<file path="src/hw/rtl/bms_reply_frame_checker_unit_defines.svh">
// assertion macros for the reply frame checker
`ifndef BMS_REPLY_FRAME_CHECKER_UNIT_DEFINES_SVH
`define BMS_REPLY_FRAME_CHECKER_UNIT_DEFINES_SVH

// same-cycle implication
`define BMS_RFC_ASSERT_NOW(label, clk, rst, ante, cons, msg) \
   label: assert property (@(posedge clk) disable iff (rst) (ante) |-> (cons)) else $error(msg);

// next-cycle implication
`define BMS_RFC_ASSERT_NEXT(label, clk, rst, ante, cons, msg) \
   label: assert property (@(posedge clk) disable iff (rst) (ante) |=> (cons)) else $error(msg);

`endif

</file>
<file path="src/hw/rtl/bms_rfc_pkg.sv">
// shared types and constants of the reply frame checker
`default_nettype none

package bms_rfc_pkg;

   localparam int BUFFER_DEPTH_DEFAULT = 64;

   localparam logic [7:0] START_MARK     = 8'hDD;
   localparam logic [7:0] END_MARK       = 8'h77;
   localparam logic [7:0] MIN_STRUCT_LEN = 8'd7;

   localparam logic [6:0] MIN_FRAME_LENGTH_RESET = 7'd7;

   localparam int CSR_ADDR_W = 3;
   localparam int CSR_DATA_W = 32;
   localparam logic REG_IDX_MIN_FRAME_LENGTH = 1'b0;

   localparam int REQ_TDATA_W = 8;
   localparam int RSP_TDATA_W = 32;

   localparam logic [2:0] VERDICT_OK        = 3'd0;
   localparam logic [2:0] VERDICT_SHORT     = 3'd1;
   localparam logic [2:0] VERDICT_BAD_MARK  = 3'd2;
   localparam logic [2:0] VERDICT_STATUS    = 3'd3;
   localparam logic [2:0] VERDICT_LENGTH    = 3'd4;
   localparam logic [2:0] VERDICT_CHECKSUM  = 3'd5;

   typedef struct packed {
      logic [7:0] rx_byte;
      logic       frame_end;
   } req_item_type;

   typedef struct packed {
      logic [7:0] payload_length;
      logic [7:0] command_code;
      logic [6:0] frame_length;
      logic [2:0] verdict;
   } rsp_item_type;

endpackage

`default_nettype wire

</file>
<file path="src/hw/rtl/bms_rfc_input_reg.sv">
// input register holding one request byte
`default_nettype none

module bms_rfc_input_reg (
   input  wire                         clock,
   input  wire                         reset,
   input  wire                         req_valid,
   output logic                        req_ready,
   input  bms_rfc_pkg::req_item_type   req_item,
   output logic                        item_valid,
   output bms_rfc_pkg::req_item_type   item,
   input  wire                         item_consume
);

   logic                      vld_ff;
   logic                      vld_in;
   bms_rfc_pkg::req_item_type item_ff;

   assign req_ready  = !vld_ff || item_consume;
   assign item_valid = vld_ff;
   assign item       = item_ff;

   always_comb begin
      if (req_valid && req_ready) begin
         vld_in = 1'b1;
      end else if (item_consume) begin
         vld_in = 1'b0;
      end else begin
         vld_in = vld_ff;
      end
   end

   always_ff @(posedge clock) begin
      if (reset) begin
         vld_ff <= 1'b0;
      end else begin
         vld_ff <= vld_in;
      end
      if (req_valid && req_ready) begin
         item_ff <= req_item;
      end
   end

endmodule

`default_nettype wire

</file>
<file path="src/hw/rtl/bms_rfc_frame_track.sv">
// per-frame state and verdict logic
`default_nettype none

module bms_rfc_frame_track #(
   parameter int BUFFER_DEPTH = bms_rfc_pkg::BUFFER_DEPTH_DEFAULT
) (
   input  wire                         clock,
   input  wire                         reset,
   input  wire                         item_valid,
   input  bms_rfc_pkg::req_item_type   item,
   output logic                        item_consume,
   input  wire                         result_free,
   input  wire  [6:0]                  min_frame_length,
   output logic                        result_load,
   output bms_rfc_pkg::rsp_item_type   result
);

   localparam int CntW = $clog2(BUFFER_DEPTH + 1);

   logic [CntW-1:0] count_ff, count_in, count_take;
   logic [15:0]     lag_sum_ff, lag_sum_in, lag_sum_take;
   logic [7:0]      r0_ff, r0_in, r0_take;
   logic [7:0]      r1_ff, r1_in, r1_take;
   logic [7:0]      r2_ff, r2_in, r2_take;
   logic            start_ok_ff, start_ok_in, start_ok_take;
   logic            status_ok_ff, status_ok_in, status_ok_take;
   logic [7:0]      command_ff, command_in, command_take;
   logic [7:0]      length_ff, length_in, length_take;

   logic              take;
   logic [CntW+7:0]   cnt_wide;
   logic [7:0]        len8;
   logic [15:0]       check_sum;

   assign item_consume = item_valid && (!item.frame_end || result_free);
   assign result_load  = item_consume && item.frame_end;

   // update as if the byte is kept
   always_comb begin
      take           = count_ff < CntW'(BUFFER_DEPTH);
      count_take     = take ? count_ff + CntW'(1) : count_ff;
      start_ok_take  = (take && count_ff == CntW'(0)) ?
                       (item.rx_byte == bms_rfc_pkg::START_MARK) : start_ok_ff;
      command_take   = (take && count_ff == CntW'(1)) ? item.rx_byte : command_ff;
      status_ok_take = (take && count_ff == CntW'(2)) ?
                       (item.rx_byte == 8'd0) : status_ok_ff;
      length_take    = (take && count_ff == CntW'(3)) ? item.rx_byte : length_ff;
      // byte leaving the window joins the checksum body from offset 2 on
      lag_sum_take   = (take && count_ff >= CntW'(5)) ?
                       lag_sum_ff + {8'd0, r2_ff} : lag_sum_ff;
      r0_take        = take ? item.rx_byte : r0_ff;
      r1_take        = take ? r0_ff : r1_ff;
      r2_take        = take ? r1_ff : r2_ff;
   end

   always_comb begin
      cnt_wide  = {8'd0, count_take};
      len8      = cnt_wide[7:0];
      check_sum = lag_sum_take + {r2_take, r1_take};

      if (len8 < {1'b0, min_frame_length} || len8 < bms_rfc_pkg::MIN_STRUCT_LEN) begin
         result.verdict = bms_rfc_pkg::VERDICT_SHORT;
      end else if (!start_ok_take || r0_take != bms_rfc_pkg::END_MARK) begin
         result.verdict = bms_rfc_pkg::VERDICT_BAD_MARK;
      end else if (!status_ok_take) begin
         result.verdict = bms_rfc_pkg::VERDICT_STATUS;
      end else if (length_take != len8 - bms_rfc_pkg::MIN_STRUCT_LEN) begin
         result.verdict = bms_rfc_pkg::VERDICT_LENGTH;
      end else if (check_sum != 16'd0) begin
         result.verdict = bms_rfc_pkg::VERDICT_CHECKSUM;
      end else begin
         result.verdict = bms_rfc_pkg::VERDICT_OK;
      end
      result.frame_length   = cnt_wide[6:0];
      result.command_code   = command_take;
      result.payload_length = length_take;
   end

   // frame close returns to the idle frame state
   always_comb begin
      if (item.frame_end) begin
         count_in     = '0;
         lag_sum_in   = '0;
         r0_in        = '0;
         r1_in        = '0;
         r2_in        = '0;
         start_ok_in  = 1'b0;
         status_ok_in = 1'b0;
         command_in   = '0;
         length_in    = '0;
      end else begin
         count_in     = count_take;
         lag_sum_in   = lag_sum_take;
         r0_in        = r0_take;
         r1_in        = r1_take;
         r2_in        = r2_take;
         start_ok_in  = start_ok_take;
         status_ok_in = status_ok_take;
         command_in   = command_take;
         length_in    = length_take;
      end
   end

   always_ff @(posedge clock) begin
      if (reset) begin
         count_ff     <= '0;
         lag_sum_ff   <= '0;
         r0_ff        <= '0;
         r1_ff        <= '0;
         r2_ff        <= '0;
         start_ok_ff  <= 1'b0;
         status_ok_ff <= 1'b0;
         command_ff   <= '0;
         length_ff    <= '0;
      end else if (item_consume) begin
         count_ff     <= count_in;
         lag_sum_ff   <= lag_sum_in;
         r0_ff        <= r0_in;
         r1_ff        <= r1_in;
         r2_ff        <= r2_in;
         start_ok_ff  <= start_ok_in;
         status_ok_ff <= status_ok_in;
         command_ff   <= command_in;
         length_ff    <= length_in;
      end
   end

endmodule

`default_nettype wire

</file>
<file path="src/hw/rtl/bms_rfc_result_reg.sv">
// output register for verdicts
`default_nettype none

module bms_rfc_result_reg (
   input  wire                         clock,
   input  wire                         reset,
   input  wire                         result_load,
   input  bms_rfc_pkg::rsp_item_type   result,
   output logic                        result_free,
   output logic                        rsp_valid,
   input  wire                         rsp_ready,
   output bms_rfc_pkg::rsp_item_type   rsp_item
);

   logic                      vld_ff;
   logic                      vld_in;
   bms_rfc_pkg::rsp_item_type data_ff;

   assign result_free = !vld_ff || rsp_ready;
   assign rsp_valid   = vld_ff;
   assign rsp_item    = data_ff;

   always_comb begin
      if (result_load) begin
         vld_in = 1'b1;
      end else if (rsp_ready) begin
         vld_in = 1'b0;
      end else begin
         vld_in = vld_ff;
      end
   end

   always_ff @(posedge clock) begin
      if (reset) begin
         vld_ff <= 1'b0;
      end else begin
         vld_ff <= vld_in;
      end
      if (result_load) begin
         data_ff <= result;
      end
   end

endmodule

`default_nettype wire

</file>
<file path="src/hw/rtl/bms_reply_frame_checker_unit.sv">
// the closing byte is registered in the input register, and its verdict is registered in the result register
// throughput: one request byte per cycle while no closing byte waits on an untaken verdict; state updates per byte
// a closing byte waits in the input register only while an earlier verdict is not taken
// reset: synchronous, clears the frame state and both stage valids
// reset: min_frame_length returns to 7
`default_nettype none
`include "bms_reply_frame_checker_unit_defines.svh"

module bms_reply_frame_checker_unit #(
   parameter int BUFFER_DEPTH = bms_rfc_pkg::BUFFER_DEPTH_DEFAULT
) (
   input  wire                                    clock,
   input  wire                                    reset,
   input  wire                                    req_tvalid,
   output logic                                   req_tready,
   input  wire  [bms_rfc_pkg::REQ_TDATA_W-1:0]    req_tdata,  // [7:0] rx_byte
   input  wire                                    req_tlast,
   output logic                                   rsp_tvalid,
   input  wire                                    rsp_tready,
   // [2:0] verdict, [9:3] frame_length, [17:10] command_code, [25:18] payload_length
   output logic [bms_rfc_pkg::RSP_TDATA_W-1:0]    rsp_tdata,
   input  wire                                    csr_psel,
   input  wire                                    csr_penable,
   input  wire                                    csr_pwrite,
   input  wire  [bms_rfc_pkg::CSR_ADDR_W-1:0]     csr_paddr,
   input  wire  [bms_rfc_pkg::CSR_DATA_W-1:0]     csr_pwdata,
   output logic [bms_rfc_pkg::CSR_DATA_W-1:0]     csr_prdata,
   output logic                                   csr_pready
);

   bms_rfc_pkg::req_item_type req_item;
   bms_rfc_pkg::req_item_type item;
   bms_rfc_pkg::rsp_item_type result;
   bms_rfc_pkg::rsp_item_type rsp_item;

   logic       item_valid;
   logic       item_consume;
   logic       result_free;
   logic       result_load;
   logic       csr_wr_en;
   logic [6:0] min_len_ff;
   logic [6:0] min_len_in;

   assign req_item.rx_byte   = req_tdata[7:0];
   assign req_item.frame_end = req_tlast;

   assign rsp_tdata = {{(bms_rfc_pkg::RSP_TDATA_W - $bits(rsp_item)){1'b0}}, rsp_item};

   // config register
   assign csr_pready = 1'b1;
   assign csr_wr_en  = csr_psel && csr_penable && csr_pwrite && csr_pready &&
                       (csr_paddr[2] == bms_rfc_pkg::REG_IDX_MIN_FRAME_LENGTH);
   assign min_len_in = csr_wr_en ? csr_pwdata[6:0] : min_len_ff;
   assign csr_prdata = (csr_paddr[2] == bms_rfc_pkg::REG_IDX_MIN_FRAME_LENGTH) ?
                       {{(bms_rfc_pkg::CSR_DATA_W - 7){1'b0}}, min_len_ff} : '0;

   always_ff @(posedge clock) begin
      if (reset) begin
         min_len_ff <= bms_rfc_pkg::MIN_FRAME_LENGTH_RESET;
      end else begin
         min_len_ff <= min_len_in;
      end
   end

   bms_rfc_input_reg u_input_reg (
      .clock        (clock),
      .reset        (reset),
      .req_valid    (req_tvalid),
      .req_ready    (req_tready),
      .req_item     (req_item),
      .item_valid   (item_valid),
      .item         (item),
      .item_consume (item_consume)
   );

   bms_rfc_frame_track #(
      .BUFFER_DEPTH (BUFFER_DEPTH)
   ) u_frame_track (
      .clock            (clock),
      .reset            (reset),
      .item_valid       (item_valid),
      .item             (item),
      .item_consume     (item_consume),
      .result_free      (result_free),
      .min_frame_length (min_len_ff),
      .result_load      (result_load),
      .result           (result)
   );

   bms_rfc_result_reg u_result_reg (
      .clock       (clock),
      .reset       (reset),
      .result_load (result_load),
      .result      (result),
      .result_free (result_free),
      .rsp_valid   (rsp_tvalid),
      .rsp_ready   (rsp_tready),
      .rsp_item    (rsp_item)
   );

   `BMS_RFC_ASSERT_NOW(a_stall_only_on_blocked_verdict, clock, reset, !req_tready, rsp_tvalid && !rsp_tready && item_valid, "request stalled without a blocked verdict")
   `BMS_RFC_ASSERT_NEXT(a_csr_write_lands, clock, reset, csr_wr_en, min_len_ff == $past(csr_pwdata[6:0]), "min_frame_length write lost")
   `BMS_RFC_ASSERT_NEXT(a_close_fills_result, clock, reset, result_load, rsp_tvalid, "closed frame gave no verdict")

endmodule

`default_nettype wire
</file>
<file path="config.mk">
export PLATFORM = sky130hd
export DESIGN_NAME = bms_reply_frame_checker_unit
export DESIGN_NICKNAME = d
export VERILOG_FILES = /design/src/hw/rtl/bms_rfc_pkg.sv /design/src/hw/rtl/bms_rfc_input_reg.sv /design/src/hw/rtl/bms_rfc_frame_track.sv /design/src/hw/rtl/bms_rfc_result_reg.sv /design/src/hw/rtl/bms_reply_frame_checker_unit.sv
export VERILOG_INCLUDE_DIRS = /design/src /design/src/hw/rtl
export SDC_FILE = /design/constraint.sdc
export NUM_CORES = 1
export LEC_CHECK = 0
export ABC_CLOCK_PERIOD_IN_PS = 16400
export BUFFER_PORTS_ARGS = -buffer_cell sky130_fd_sc_hd__buf_4
export CAP_MARGIN = 15
export CORE_MARGIN = 2
export CORE_UTILIZATION = 55
export DETAILED_ROUTE_END_ITERATION = 12
export GPL_TIMING_DRIVEN = 0
export PLACE_DENSITY = 0.82
export SLEW_MARGIN = 5
export SYNTH_ARGS = -nofsm -noshare
export SYNTH_HDL_FRONTEND = slang
export SYNTH_SLANG_ARGS = --single-unit
</file>
<file path="constraint.sdc">
create_clock -name clock -period 16.4 [get_ports clock]
set_clock_uncertainty 0.2 [all_clocks]
set_input_delay 1.64 -clock clock [delete_from_list [all_inputs] [get_ports clock]]
set_output_delay 1.64 -clock clock [all_outputs]
set_load 0.01 [all_outputs]
</file>
* Yosys cells after proc, flatten, opt, wreduce, memory -nomap -nowiden
Cells that the tools add are included.
** Operators by class
- Equality and inequality tests :: 6
- Bitwise logic cells :: 2
- Order comparisons :: 4
- $add $sub $neg :: 4
- Reductions and logical operators :: 26
- Mux-type cells :: 27
** Operators with widths (count)
- 8-bit two-way mux :: 10
- 16-bit two-way mux :: 2
- 7-bit two-way mux :: 3
- 16-bit adder :: 1
- 16-bit by 8-bit adder with 16-bit output :: 1
- 16-bit nonzero test :: 1
- 7-bit by 2-bit == test with 1-bit output (second input constant) :: 2
- 1-bit logical AND :: 11
- 8-bit == test (second input constant) :: 1
- 8-bit logical NOT :: 1
- 1-bit two-way mux :: 8
- 8-bit by 7-bit != test with 1-bit output (second input constant) :: 1
- 8-bit != test :: 1
- 7-bit by 3-bit subtractor with 8-bit output (second input constant) :: 1
- 7-bit by 1-bit adder with 7-bit output (second input constant) :: 1
- 7-bit by 1-bit == test with 1-bit output (second input constant) :: 1
- 7-bit by 3-bit >= comparator with 1-bit output (second input constant) :: 1
- 7-bit logical NOT :: 1
- 7-bit by 3-bit less-than comparator with 1-bit output (second input constant) :: 1
- 7-bit less-than comparator :: 1
- 7-bit less-than comparator (second input constant) :: 1
- 3-bit two-way mux :: 2
- 1-bit logical OR :: 5
- 1-bit logical NOT :: 4
- other kinds (4) :: 7
** Storage, ports and cells
- Register bits :: 109

* Longest topological paths before layout
Gate-level depths: netlist of run 1.
- Word-level depth :: 9
- Mapped depth :: 20
- Depth with buffers taken out :: 19

* By module
A second synthesis of run 1 with hierarchy kept.
** Unflattened totals
- Cells, all modules :: 750
- Area total of the unflattened synthesis :: 6735.2 um^2
** Modules (own cells, without submodules)
- bms_rfc_frame_track :: area an instance 4966.0 um^2, sequential area each 1301.2 um^2, times used 1, cells an instance 634
- bms_rfc_result_reg :: area an instance 827.0 um^2, sequential area each 800.8 um^2, times used 1, cells an instance 30
- bms_reply_frame_checker_unit :: area an instance 616.8 um^2, sequential area each 140.1 um^2, times used 1, cells an instance 72
- bms_rfc_input_reg :: area an instance 325.3 um^2, sequential area each 290.3 um^2, times used 1, cells an instance 14

* Worst setup path after synthesis of run 1
Ideal clock, no wire load.
- Kind :: register to register
- From :: reg u_frame_track.lag_sum_ff[0]
- To :: reg u_result_reg.data_ff, in the netlist u_result_reg.rsp_item[2] (data pin)
- Period minus slack after synthesis :: 5163 ps
- Stages on the path, launching flop included :: 21
- Data required time :: 15927 ps
- Setup time :: 273 ps
- Path slack :: 11237 ps
- Arrival time :: 4689 ps
- Path through :: dfxtp_1 -> ha_1 -> inv_1 -> fa_1 -> nor2b_1 -> o21ai_0 -> a21oi_1 -> o21ai_0 -> a211oi_1 -> nand2_1 -> xnor2_1 -> ha_1 -> buf_6 -> inv_2 -> a211o_1 -> or3_1 -> or4_1 -> nand4bb_1 -> or4_1 -> nor4_1 -> a311oi_1
** On the way
- Cells in the longest elaborated chain, start to end :: 6
** Ends and longest elaborated chain
- from (decl) :: RTL line bms_rfc_frame_track.sv:21 : logic [15:0] lag_sum_ff, lag_sum_in, lag_sum_take;
- from (signal assigned) :: RTL line bms_rfc_frame_track.sv:117 : lag_sum_ff <= lag_sum_in;
- 16-bit by 8-bit adder with 16-bit output :: RTL line bms_rfc_frame_track.sv:50 : lag_sum_ff + {8'd0, r2_ff} : lag_sum_ff;
- 16-bit two-way mux * :: RTL line bms_rfc_frame_track.sv:49 : lag_sum_take = (take && count_ff >= CntW'(5)) ?
- 16-bit adder * :: RTL line bms_rfc_frame_track.sv:59 : check_sum = lag_sum_take + {r2_take, r1_take};
- 16-bit nonzero test * :: RTL line bms_rfc_frame_track.sv:69 : end else if (check_sum != 16'd0) begin
- 3-bit two-way mux * :: RTL line bms_rfc_frame_track.sv:69
- 3-bit two-way mux * :: RTL line bms_rfc_frame_track.sv:67 : end else if (length_take != len8 - bms_rfc_pkg::MIN_STRUCT_LEN) begin
- to (signal assigned) :: RTL line bms_rfc_result_reg.sv:40 : data_ff <= result;
- to (decl) :: RTL line bms_rfc_result_reg.sv:17 : bms_rfc_pkg::rsp_item_type data_ff;
Mark *: on every way between the ends. The rest lies on a longest branch, timed or not.
A chain may end at the register's enable or synchronous reset.

* Worst setup path after layout of run 1
- From :: reg u_frame_track.r2_ff[0]
- To :: reg u_result_reg.data_ff, in the netlist u_result_reg.rsp_item[2] (data pin)
** On the way
- Cells in the longest elaborated chain, start to end :: 6
- Elaborated cells between the ends (all ways) :: 7
** Ends and longest elaborated chain
- from (decl) :: RTL line bms_rfc_frame_track.sv:24 : logic [7:0] r2_ff, r2_in, r2_take;
- from (signal assigned) :: RTL line bms_rfc_frame_track.sv:120 : r2_ff <= r2_in;
- 16-bit by 8-bit adder with 16-bit output :: RTL line bms_rfc_frame_track.sv:50
- 16-bit two-way mux :: RTL line bms_rfc_frame_track.sv:49
- 16-bit adder * :: RTL line bms_rfc_frame_track.sv:59
- 16-bit nonzero test * :: RTL line bms_rfc_frame_track.sv:69
- 3-bit two-way mux * :: RTL line bms_rfc_frame_track.sv:69
- 3-bit two-way mux * :: RTL line bms_rfc_frame_track.sv:67
Marked as above.

==> results of run 1 <==
worst max-delay path, delay by kind of cell, from the launching register on:
| family | cells | cell delay [ns] |
|---|---|---|
| and+or+nand+nor | 7 | 2.42 |
| buffers and inverters | 3 | 0.24 |
| adders and majority gates | 3 | 0.89 |
| xor gates and xnor gates | 1 | 0.18 |
| AOI/OAI and AO/OA | 6 | 1.66 |
| DFF | 1 | 0.36 |
power by group:
group / switching, W / internal, W / leakage, nW / total (W)
clock: 0.000102 / 0.000120 / 0.146 / 0.000222
combinational: 0.0000316 / 0.0000221 / 2.14 / 0.0000536
sequential: 0.00000422 / 0.000283 / 0.928 / 0.000288
total: 0.000138 / 0.000426 / 3.21 / 0.000563
worst max-delay path by stage:
stage	start	endpoint	slack, ns	cells past startpoint
after floorplan	u_frame_track.lag_sum_ff[0]	u_result_reg.rsp_item[2]	11.24	20
after global placement	u_frame_track.r2_ff[0]	u_result_reg.rsp_item[2]	10.29	20
after detailed placement	u_frame_track.r2_ff[0]	u_result_reg.rsp_item[2]	10.24	20
after CTS	u_frame_track.r2_ff[0]	u_result_reg.rsp_item[2]	10.16	20
after global routing	u_frame_track.r2_ff[0]	u_result_reg.rsp_item[2]	9.82	20
final	u_frame_track.r2_ff[0]	u_result_reg.rsp_item[2]	10.17	20
cell type report:
class                      instances  share of cell area
sequential                       109              0.3380
timing repair buffer              59             0.06012
tap                              143             0.02388
inverter                          35             0.01754
clock buffer                      10             0.03056
multi-input combinational        536              0.4708
buffer                            65             0.04960
clock inverter                     6            0.009519
cells in the mapped netlist, drive strengths merged (4+ instances only):
master,number
nand4b,5
dfxtp,74
edfxtp,35
nand2b,5
clkbuf,27
xnor2,22
and3,6
xor2,12
ha,34
buf,38
nor3,11
or3,7
mux2i,16
a31oi,4
a21oi,54
nand3,13
nand3b,17
o21ai,28
inv,35
mux2,27
a22oi,37
nor2b,8
nor2,75
a21o,8
nand2,59
routing by layer:
metal	track usage	wire length, um	up-vias
met2	0.4622	8272	282
met4	0.1114	676	0
met5	0	0	-
met3	0.04590	1275	57
met1	0.3582	7223	2704
li1	-	-	2692
per-stage QoR:
stage | utilization | hold slack, ns
5_1_grt | 0.6561 | 0.2930
3_3_place_gp | 0.6277 | 0.2475
4_1_cts | 0.6555 | 0.2669
2_1_floorplan | - | 0.2390
3_5_place_dp | 0.6292 | 0.2586
6_report | 0.6561 | 0.2680
cell families (layout without fill, tap and decap cells):
kind of cell / after synthesis / in the layout
buf+inv: 100 / 175
other cells: 2 / 32
fa+ha+maj: 36 / 36
flops: 109 / 109
xor+xnor: 35 / 35
compound gates: 167 / 167
simple gates: 223 / 223
mux: 43 / 43
state kept, by name (all words and copies together), names as in the netlist:
| signal | cells |
|---|---|
| min_len_ff | 7 |
| u_frame_track.command_ff | 8 |
| u_frame_track.count_ff | 7 |
| u_frame_track.lag_sum_ff | 16 |
| u_frame_track.length_ff | 8 |
| u_frame_track.r0_ff | 8 |
| u_frame_track.r1_ff | 8 |
| u_frame_track.r2_ff | 8 |
| u_frame_track.start_ok_ff | 1 |
| u_frame_track.status_ok_ff | 1 |
| u_input_reg.item | 9 |
| u_input_reg.item_valid | 1 |
| u_result_reg.rsp_item | 26 |
| u_result_reg.rsp_valid | 1 |
==> summary.md, run 1 <==
| Metric | Value |
|---|---|
| CP Class | `reg2reg` |
| Final Cycle Share | `0.3800` |
| Post-synth top area cell | `dfxtp_1` |
| DR DRC count | `0` |
| Largest family of logic cells by synthesized area | `simple AND/OR/NAND/NOR gates` |
| Clock Tree Root | `clkbuf_16` |
| Peak supply drop | `53.46 uV` |
| Placed Cells incl. Taps | `about 950` |
| Hold_buf cts | `0` |
| Clk sinks | `109` |
| Area after DPL | `7184 sq um` |
| Most frequent cells in the layout | `buf_4, nor2_1, dfxtp_1` |
| Final min period | `6.232 ns` |
| Worst EP required | `between 15 and 20 ns` |
| Min-delay worst type | `reg2reg` |
| CORE AREA | `11420 sq um` |
| Slew margin rel. | `0.4090` |
| Number of antenna violations at the first check in global routing | `0` |
| Clock buffer depth | `2` |
| XOR/XNOR Fraction of Synth Area | `0.04987` |
| Hold_sp | `u_frame_track.r1_ff[6]` |
| Sequential area share after synthesis | `0.3928` |
| Most common cell after layout, fill and taps aside | `buf_4` |
| Layout net count | `902` |
| Routed vias/inst | `about 6.0` |
| Die Area | `~13000 sq um` |
| Vias | `5735` |
| Pre-CTS setup slack | `10.24 ns` |
| Yosys top cell area share | `0.2298` |
| FILL cells | `892` |
| Worst Setup End Kind | `register` |
| Clock buffer count from CTS | `9` |
| Multi-input logic area | `3527 sq um` |
| R2r startpoint | `u_frame_track.r2_ff[0]` |
| Status | `finished, final reports clean` |
| Worst r2r path cells | `20` |
| Adder-cell share of the synthesized area | `0.07219` |
| Cell variety after synth | `58` |
| RSZ-0062 raised after global routing | `no` |
| Gp weighted congestion | `1.006` |
| Final Non-Filler Cells | `963` |
| Wirelength, routed | `17.45 mm` |
| Power Dens Cells | `75.21 nW/um^2` |
| FP Rows | `39` |
| Routed len/inst | `18.12 um` |
| CP max FO | `9` |
| Antenna cells | `0` |
| Hold Fails Final Rpt | `0` |
| Worst-path clk slew | `0.07 ns` |
| Post-synth EDFFs | `35` |
| Max cap viols | `0` |
| DPL Wire Length | `~13 mm` |
| R2r setup slk | `a little over 10 ns` |
| H-Tree Depth | `3` |
| CTS tree | `done` |
| Worst hold stages | `2` |
| Die W | `112.3 um` |
| # resized after CTS | `0` |
| Worst r2r dst | `u_result_reg.rsp_item[2]` |
| Total global routing track utilization | `0.2763` |
| Synth Flop Type | `dfxtp_1` |
| Compound-cell area share of the yosys netlist | `0.1655` |
| DRT iter0 DRCs | `between 400 and 500` |
| CP Launch Type | `register` |
| Chip height | `112.3 um` |
| Arrival time of the worst setup path | `6.11 ns` |
| Reg area | `2532 sq um` |
| Yosys warnings | `0` |
| Share of cells above drive strength 1 | `0.1659` |
| Number of port buffers | `57` |
| Top Ports | `around 120` |
| Min-Delay Endpoint | `u_frame_track.r1_ff[6]` |
| Worst-margin pin slew | `0.8812 ns` |
| Setup TNS | `0 ns` |
| Setup Buffers After CTS | `0` |
| Starting Density | `0.5647` |
| Detail Route Antenna Nets | `0` |
| CP max stage delay | `0.75 ns` |
| Area grow syn2layout | `16.20%` |
| Clock latency on the worst-skew pair | `0.35 ns` |
| First-pass GRT wire length | `between 20 and 30 mm` |
| TritonRoute pass-1 iters | `5` |
| Largest net degree at the start of global routing | `22` |
| Slowest cell on the critical path | `a211oi_1` |
| Top cells by area, synth | `dfxtp_1, edfxtp_1, ha_1, mux2_2, nor2_1` |
| Vias in the first global route | `5383` |
| Mean area per synthesized cell | `9.017 sq um` |
| Async SR Flop Fraction | `0` |
| Cells after synthesis | `715` |
| Leak pwr | `approximately 3.2 nW` |
| Achievable Freq | `around 160 MHz` |
| Synth Area in Simple Gates | `0.1684` |
| Grt total ovfl | `0` |
| Post-Layout Inst Area | `7492 sq um` |
| Post-Synthesis Cell Area | `around 6400 sq um` |
| Pwr Total | `0.0005635 W` |
| Slew Viols, Final | `0` |
| Yosys reg bits | `roughly 110` |
| Worst-path cell chain | `ha_1 -> inv_1 -> fa_1 -> nor2b_1 -> o21ai_0 -> a21oi_1 -> o21ai_0 -> a211oi_1 -> nand2_1 -> xnor2_1 -> ha_1 -> buf_6 -> inv_2 -> a211o_1 -> or3_1 -> or4_1 -> nand4bb_1 -> or4_1 -> nor4_1 -> a311oi_1` |
| Mux contribution to synthesized area | `0.07200` |
| Worst setup margin | `10.17 ns` |
| Finish-stage setup viols | `0` |
Note: power is estimated with default switching activity, not from simulation.
==> inputs of run 2 (changes only) <==
--- a/config.mk
+++ b/config.mk
@@ -6,7 +6,8 @@
 export SDC_FILE = /design/constraint.sdc
 export NUM_CORES = 1
 export LEC_CHECK = 0
-export ABC_CLOCK_PERIOD_IN_PS = 16400
+export ABC_AREA = 1
+export ABC_CLOCK_PERIOD_IN_PS = 6000
 export BUFFER_PORTS_ARGS = -buffer_cell sky130_fd_sc_hd__buf_4
 export CAP_MARGIN = 15
 export CORE_MARGIN = 2
==> constraint.sdc (replaced) <==
create_clock -name clock -period 6 [get_ports clock]
set_clock_uncertainty 0.2 [all_clocks]
set_input_delay 0.6 -clock clock [delete_from_list [all_inputs] [get_ports clock]]
set_output_delay 0.6 -clock clock [all_outputs]
set_load 0.01 [all_outputs]
==> run 2 against run 1 <==
Non-clock buffer count is 4 lower. Hold slack lost 0.046 ns. Flip-flop and latch count unchanged. Combinational power increased by 150%. Sequential power grew to 2.7 times the previous value. Sequential share of layout area down 1.3 points. Via count increased by 12%. Clock power grew to 3.0 times the previous value. Utilization down 0.44 points. Maximum frequency is 42% higher. Design area grew 4.1%. First-iteration DRC count increased by 46%. Critical path type unchanged. Highest routed layer unchanged.
==> summary.md, run 2 <==
| Metric | Value |
|---|---|
| Setup TNS | `0 ns (unchanged)` |
| CTS tree | `done (unchanged)` |
| CP max FO | `10 (was 9)` |
| DR DRC count | `0 (unchanged)` |
| Clock buffer depth | `2 (unchanged)` |
| Status | `finished, final reports clean (unchanged)` |
| Slew margin rel. | `0.2890 (was 0.4090)` |
| Sequential area share after synthesis | `0.3762 (was 0.3928)` |
| Slew Viols, Final | `0 (unchanged)` |
| Most frequent cells in the layout | `nand2_1, inv_1, a21oi_1 (was buf_4, nor2_1, dfxtp_1)` |
| Peak supply drop | `178.7 uV (was 53.46 uV)` |
| Met3 Usage GRT | `0.03229 (was 0.04590)` |
| CP Launch Type | `register (unchanged)` |
| Clock latency on the worst-skew pair | `0.35 ns (about the same)` |
| Clock Tree Root | `clkbuf_16 (unchanged)` |
| Finish-stage setup viols | `0 (unchanged)` |
| FP Rows | `40 (was 39)` |
| Cell variety after synth | `37 (was 58)` |
| Async SR Flop Fraction | `0 (unchanged)` |
| Met2 Track Usage GR | `0.4296 (was 0.4622)` |
| Die Area | `13140 sq um (was 12600 sq um)` |
| Setup Buffers After CTS | `0 (unchanged)` |
| Final min period | `4.399 ns (was 6.232 ns)` |
| Top cells by area, synth | `dfxtp_1, nand2_1, edfxtp_1, a21oi_1, ha_1 (was dfxtp_1, edfxtp_1, ha_1, mux2_2, nor2_1)` |
| Arrival time of the worst setup path | `4.30 ns (was 6.11 ns)` |
| Clk sinks | `109 (unchanged)` |
| Worst EP required | `5.90 ns (was 16.27 ns)` |
| RSZ-0062 raised after global routing | `no (unchanged)` |
| Clock buffer count from CTS | `9 (unchanged)` |
| Number of antenna violations at the first check in global routing | `0 (unchanged)` |
| # resized after CTS | `0 (unchanged)` |
| Share of cells above drive strength 1 | `0.1228 (was 0.1659)` |
| Min-delay worst type | `in2reg (was reg2reg)` |
| Yosys top cell area share | `0.2201 (was 0.2298)` |
| Chip height | `114.6 um (was 112.3 um)` |
| Most frequent cell after synthesis | `nand2_1 (was nor2_1)` |
| Die W | `114.6 um (was 112.3 um)` |
| Pwr Total | `0.001592 W (was 0.0005635 W)` |
| Hold_buf cts | `0 (unchanged)` |
| Cells after synthesis | `980 (was 715)` |
| Most common cell after layout, fill and taps aside | `nand2_1 (was buf_4)` |
| Number of port buffers | `57 (unchanged)` |
| Total global routing track utilization | `0.2553 (was 0.2763)` |
| Vias in the first global route | `5656 (was 5383)` |
| Largest register FFs | `26 (unchanged)` |
| CP Class | `reg2reg (unchanged)` |
| Routed vias/inst | `5.239 (was 5.955)` |
| M1 GR Usage | `0.3446 (was 0.3582)` |
| Routed len/inst | `13.33 um (was 18.12 um)` |
| Final Cycle Share | `0.7332 (was 0.3800)` |
| Yosys warnings | `0 (unchanged)` |
| Wirelength, routed | `16.40 mm (was 17.45 mm)` |
| DRT iter0 DRCs | `658 (was 450)` |
| Hold Fails Final Rpt | `0 (unchanged)` |
| Grt total ovfl | `0 (unchanged)` |
| First-pass GRT wire length | `26.76 mm (was 27.84 mm)` |
| Achievable Freq | `227.3 MHz (was 160.5 MHz)` |
| Layout net count | `1165 (was 902)` |
| Worst-path clk slew | `0.07 ns (about the same)` |
| H-Tree Depth | `3 (unchanged)` |
| TritonRoute pass-1 iters | `6 (was 5)` |
| Post-synth top area cell | `dfxtp_1 (unchanged)` |
| GRT busiest layer | `met2 (unchanged)` |
| CORE AREA | `11960 sq um (was 11420 sq um)` |
| Synth Flop Type | `dfxtp_1 (unchanged)` |
| Power Dens Cells | `204.2 nW/um^2 (was 75.21 nW/um^2)` |
| Worst-margin pin slew | `1.065 ns (was 0.8812 ns)` |
| Post-synth EDFFs | `35 (unchanged)` |
| Area grow syn2layout | `15.82% (was 16.20%)` |
| Antenna cells | `0 (unchanged)` |
| Max cap viols | `0 (unchanged)` |
| Largest net degree at the start of global routing | `29 (was 22)` |
| Vias | `6444 (was 5735)` |
| DPL Wire Length | `12.47 mm (was 13.14 mm)` |
| Leak pwr | `3.606 nW (was 3.214 nW)` |
| Post-Synthesis Cell Area | `6731 sq um (was 6447 sq um)` |
| Mean area per synthesized cell | `6.869 sq um (was 9.017 sq um)` |
| Worst Setup End Kind | `register (unchanged)` |
| Starting Density | `0.5628 (was 0.5647)` |
| Detail Route Antenna Nets | `0 (unchanged)` |
| Post-synth top cells | `nand2_1, inv_1, a21oi_1, dfxtp_1, nor2_1 (was nor2_1, dfxtp_1, nand2_1, a21oi_1, a22oi_1)` |
| Yosys reg bits | `109 (unchanged)` |
| Top Ports | `118 (unchanged)` |
| Gp weighted congestion | `0.9514 (was 1.006)` |
-- run 2: where the power goes --
group	leakage (nW)	switching (W)	total, W	internal [W]
Sequential	0.912	0.00000847	0.000782	0.000774
Clock	0.159	0.000269	0.000677	0.000408
Combinational	2.53	0.0000829	0.000133	0.0000498
Total	3.61	0.000361	0.00159	0.00123
-- run 2: stage by stage --
step / hold WS, ns / area [sq um] / setup slack, ns / cells / utilization
detailed placement: 0.2557 / 7456 / 1.566 / 1214 / 0.6233
CTS: 0.2161 / 7796 / 1.562 / 1230 / 0.6518
global placement: 0.2503 / 7456 / 1.607 / 1214 / 0.6233
global route: 0.2117 / 7796 / 1.205 / 1230 / 0.6518
floorplan: 0.2419 / 6844 / 2.473 / 1010 / -
finish: 0.2222 / 7796 / 1.601 / 1230 / 0.6518
-- run 2: path summary, 6_finish.rpt --
check,cells past startpoint,slack (ns),endpoint,startpoint
max,27,1.60,u_result_reg.rsp_item[0],u_frame_track.count_ff[1]
min,1,0.22,u_input_reg.item[8],req_tdata[7]
max reg2reg,27,1.60,u_result_reg.rsp_item[0],u_frame_track.count_ff[1]
min reg2reg,2,0.27,u_frame_track.command_ff[1],u_frame_track.command_ff[1]
-- run 2: kinds of logic after synthesis --
logic type,share of synthesized area
and+or+nand+nor,0.2929
buffers and inverters,0.1191
AOI/OAI and AO/OA,0.1216
DFF,0.3762
adders and majority gates,0.06915
xor gates and xnor gates,0.01821
other,0.001116
muxes,0.001673
-- run 2: worst max-delay path, stage by stage (launching register included) --
cell and delay [ns]:
dfxtp_1 0.44, inv_1 0.13, ha_1 0.21, nor2_1 0.08, nand2_1 0.05, nand2_1 0.05, nand2_1 0.05, nand2_1 0.29
clkbuf_1 0.37, nand2_1 0.08, nand2_1 0.11, ha_1 0.22, inv_1 0.07, fa_1 0.38, inv_1 0.12, nand2_1 0.06
a21oi_1 0.15, nand3_1 0.11, nor2_1 0.09, nand3_1 0.10, nor2_1 0.10, nand3_1 0.09, nor2_1 0.12, nand3_1 0.19
nand2_1 0.11, nand2_1 0.05, nand2_1 0.06, nand2_1 0.06
-- run 2: routing by layer --
layer | share of wire | up-vias
li1 | - | 3278
met1 | 0.45 | 2916
met2 | 0.46 | 226
met3 | 0.069 | 24
met4 | 0.018 | 0
met5 | 0 | -
-- run 2: final cells by class --
| cell class | count | area (sq um) |
|---|---|---|
| Buffer | 63 | 366.6 |
| Tap cell | 147 | 183.9 |
| Multi-Input combinational cell | 722 | 3510 |
| Fill cell | 1060 | 4165 |
| Clock inverter | 6 | 111.4 |
| Timing Repair Buffer | 57 | 427.9 |
| Inverter | 116 | 435.4 |
| Clock buffer | 10 | 229.0 |
| Sequential cell | 109 | 2532 |
==> inputs of run 3 (changes only) <==
--- a/config.mk
+++ b/config.mk
@@ -6,8 +6,8 @@
 export SDC_FILE = /design/constraint.sdc
 export NUM_CORES = 1
 export LEC_CHECK = 0
-export ABC_AREA = 1
-export ABC_CLOCK_PERIOD_IN_PS = 6000
+export ABC_AREA = 0
+export ABC_CLOCK_PERIOD_IN_PS = 4300
 export BUFFER_PORTS_ARGS = -buffer_cell sky130_fd_sc_hd__buf_4
 export CAP_MARGIN = 15
 export CORE_MARGIN = 2
==> constraint.sdc (replaced) <==
create_clock -name clock -period 4.3 [get_ports clock]
set_clock_uncertainty 0.2 [all_clocks]
set_input_delay 0.43 -clock clock [delete_from_list [all_inputs] [get_ports clock]]
set_output_delay 0.43 -clock clock [all_outputs]
set_load 0.01 [all_outputs]
==> run 3 against run 2 <==
The run now ends with setup timing left. Critical path type unchanged. Highest routed layer unchanged. Utilization rose by 3.5 points. Clock power rose by 23%. Power rose by 35%. Maximum frequency fell by 13%. Wire length rose by 12%. Die area fell by 4.1%. Critical path depth fell by 8. Flip-flop and latch count did not move. Combinational power rose by 73%. Count of clock-buffer cells in the layout fell by 1. Design area rose by 0.53%.
==> summary.md, run 3 (same netlist as run 1, synthesis figures left out) <==
| Metric | Value |
|---|---|
| Status | `finished, violations left (was finished, final reports clean)` |
| Failing checks | `setup timing` |
| Clock buffer depth | `2 (unchanged)` |
| R2r setup slk | `-0.75 ns (was 1.60 ns)` |
| Total global routing track utilization | `0.2816 (was 0.2553)` |
| Pre-CTS setup slack | `-1.588 ns (was 1.566 ns)` |
| Achievable Freq | `198.1 MHz (was 227.3 MHz)` |
| Die W | `112.3 um (was 114.6 um)` |
| Power Dens Cells | `275.0 nW/um^2 (was 204.2 nW/um^2)` |
| Worst-path cell chain | `ha_4 -> inv_2 -> fa_2 -> nor2b_2 -> o21ai_2 -> a21oi_2 -> o21ai_2 -> a211oi_2 -> nand2_2 -> xnor2_2 -> ha_4 -> inv_2 -> a211o_1 -> or3_1 -> or4_4 -> nand4bb_1 -> or4_4 -> nor4_4 -> a311oi_2` |
| Area grow syn2layout | `21.56% (was 15.82%)` |
| Largest register FFs | `26 (unchanged)` |
| R2r startpoint | `u_frame_track.r2_ff[0] (was u_frame_track.count_ff[1])` |
| Vias in the first global route | `5670 (was 5656)` |
| Clock latency on the worst-skew pair | `0.36 ns (was 0.35 ns)` |
| CP Launch Type | `register (unchanged)` |
| Worst r2r dst | `u_result_reg.rsp_item[2] (was u_result_reg.rsp_item[0])` |
| Antenna cells | `0 (unchanged)` |
| Gp weighted congestion | `0.9222 (was 0.9514)` |
| Min-Delay Endpoint | `u_input_reg.item[5] (was u_input_reg.item[8])` |
| CP max FO | `3 (was 10)` |
| DR DRC count | `0 (unchanged)` |
| Leak pwr | `3.354 nW (was 3.606 nW)` |
| Placed Cells incl. Taps | `946 (was 1214)` |
| DPL Wire Length | `13.20 mm (was 12.47 mm)` |
| Multi-input logic area | `3764 sq um (was 3510 sq um)` |
| Hold_sp | `req_tdata[4] (was req_tdata[7])` |
| Hold_buf cts | `0 (unchanged)` |
| Final Non-Filler Cells | `972 (was 1230)` |
| Worst setup margin | `-0.7490 ns (was 1.601 ns)` |
| Worst r2r path cells | `19 (was 27)` |
| Slew margin rel. | `0.2484 (was 0.2890)` |
| Number of port buffers | `57 (unchanged)` |
| Hold Fails Final Rpt | `0 (unchanged)` |
| Clock buffer count from CTS | `9 (unchanged)` |
| CTS tree | `done (unchanged)` |
| Slowest cell on the critical path | `or4_4 (was dfxtp_1)` |
| Share of cells above drive strength 1 | `0.2292 (was 0.1228)` |
| Starting Density | `0.5647 (was 0.5628)` |
| Most frequent cells in the layout | `buf_4, nor2_1, dfxtp_1 (was nand2_1, inv_1, a21oi_1)` |
| Grt total ovfl | `0 (unchanged)` |
| Routed vias/inst | `6.121 (was 5.239)` |
| Clk sinks | `109 (unchanged)` |
| CP max stage delay | `0.51 ns (was 0.44 ns)` |
| Min-delay worst type | `in2reg (unchanged)` |
| Wirelength, routed | `18.32 mm (was 16.40 mm)` |
| FILL cells | `883 (was 1060)` |
| Top Family by Delay on Critical Path | `simple AND/OR/NAND/NOR gates (unchanged)` |
| Reg area | `2542 sq um (was 2532 sq um)` |
| Most common cell after layout, fill and taps aside | `buf_4 (was nand2_1)` |
| H-Tree Depth | `3 (unchanged)` |
| Final Cycle Share | `1.174 (was 0.7332)` |
| Worst Setup End Kind | `register (unchanged)` |
| First-pass GRT wire length | `28.29 mm (was 26.76 mm)` |
| Final min period | `5.049 ns (was 4.399 ns)` |
| Clock Tree Root | `clkbuf_16 (unchanged)` |
| TritonRoute pass-1 iters | `5 (was 6)` |
| Worst hold stages | `1 (unchanged)` |
| Chip height | `112.3 um (was 114.6 um)` |
| Slew Viols, Final | `0 (unchanged)` |
| Number of antenna violations at the first check in global routing | `0 (unchanged)` |
| RSZ-0062 raised after global routing | `yes (was no)` |
| Layout net count | `911 (was 1165)` |
| Peak supply drop | `199.8 uV (was 178.7 uV)` |
| Worst-margin pin slew | `1.122 ns (was 1.065 ns)` |
| Setup TNS | `-1.415 ns (was 0 ns)` |
| Final Core Density | `0.6864 (was 0.6518)` |
| Routed len/inst | `18.84 um (was 13.33 um)` |
| DRT iter0 DRCs | `590 (was 658)` |
| Max cap viols | `0 (unchanged)` |
| Vias | `5950 (was 6444)` |
| Largest net degree at the start of global routing | `21 (was 29)` |
| Worst EP required | `4.19 ns (was 5.90 ns)` |
| Pwr Total | `0.002156 W (was 0.001592 W)` |
| Detail Route Antenna Nets | `0 (unchanged)` |
| Worst-path clk slew | `0.08 ns (was 0.07 ns)` |
| CP Class | `reg2reg (unchanged)` |
| Die Area | `12600 sq um (was 13140 sq um)` |
| Worst path bufs/invs | `2 (was 4)` |
| Arrival time of the worst setup path | `4.94 ns (was 4.30 ns)` |
| FP Rows | `39 (was 40)` |
| Top Ports | `118 (unchanged)` |
| Finish-stage setup viols | `2 (was 0)` |
| CORE AREA | `11420 sq um (was 11960 sq um)` |
==> run 3: worst max path at each step <==
| stage | endpoint | depth (start not counted) | start | slack [ns] |
|---|---|---|---|---|
| floorplan | u_result_reg.rsp_item[2] | 20 | u_frame_track.lag_sum_ff[0] | -0.53 |
| global placement | u_result_reg.rsp_item[2] | 17 | u_frame_track.count_ff[0] | -1.33 |
| detailed placement | u_result_reg.rsp_item[2] | 17 | u_frame_track.count_ff[0] | -1.59 |
| CTS | u_result_reg.rsp_item[2] | 20 | u_frame_track.r2_ff[0] | -0.79 |
| global route | u_result_reg.rsp_item[2] | 15 | u_frame_track.count_ff[2] | -0.92 |
| finish | u_result_reg.rsp_item[2] | 19 | u_frame_track.r2_ff[0] | -0.75 |
==> run 3: worst reg2reg max path: cells and delay by family (launching register included) <==
kind | cells | cell delay (ns)
buffers and inverters | 2 | 0.07
flip-flops | 1 | 0.38
AO/OA/AOI/OAI | 6 | 1.10
AND/OR/NAND/NOR | 7 | 2.06
adder cells (fa/ha/maj) | 3 | 0.78
XOR/XNOR | 1 | 0.20
==> run 3: where the power goes <==
part / internal, W / switching, W / leakage [nW]
clock: 0.000410 / 0.000420 / 0.146
combinational: 0.000103 / 0.000126 / 2.28
sequential: 0.00108 / 0.0000163 / 0.930
==> run 3: area by class of cell <==
type                    instances  share of cell area
multi-input cells             536              0.4802
flip-flops and latches        109              0.3244
repair buffers                 70             0.07152
plain buffers                  63             0.04725
clock buffers                   9             0.02874
well taps                     143             0.02283
inverters                      35             0.01676
clock inverters                 7            0.008301
==> run 3: repair_timing <==
action,in CTS,in global routing
endpoints found under the hold margin,0,0
pin swaps,16,19
setup endpoints to repair,2,2
gates resized for setup,34,27
buffers inserted,8,5
==> run 3: layer usage <==
layer  part of all wire  wire [um]  global-route usage  up-vias
met3              0.074       1357             0.05238       92
met5                  0          0                   0        -
met4              0.047        857              0.1366        0
li1                   -          -                   -     2711
met1               0.37       6864              0.3298     2821
met2               0.50       9236              0.4964      326
==> run 3: metrics by stage <==
step	cell area (sq um)	hold slack [ns]
4_1_cts	7710	0.03772
3_5_place_dp	7219	0.2702
3_3_place_gp	7189	0.2533
5_1_grt	7838	0.03590
2_1_floorplan	6583	0.2390
6_report	7838	0.03667
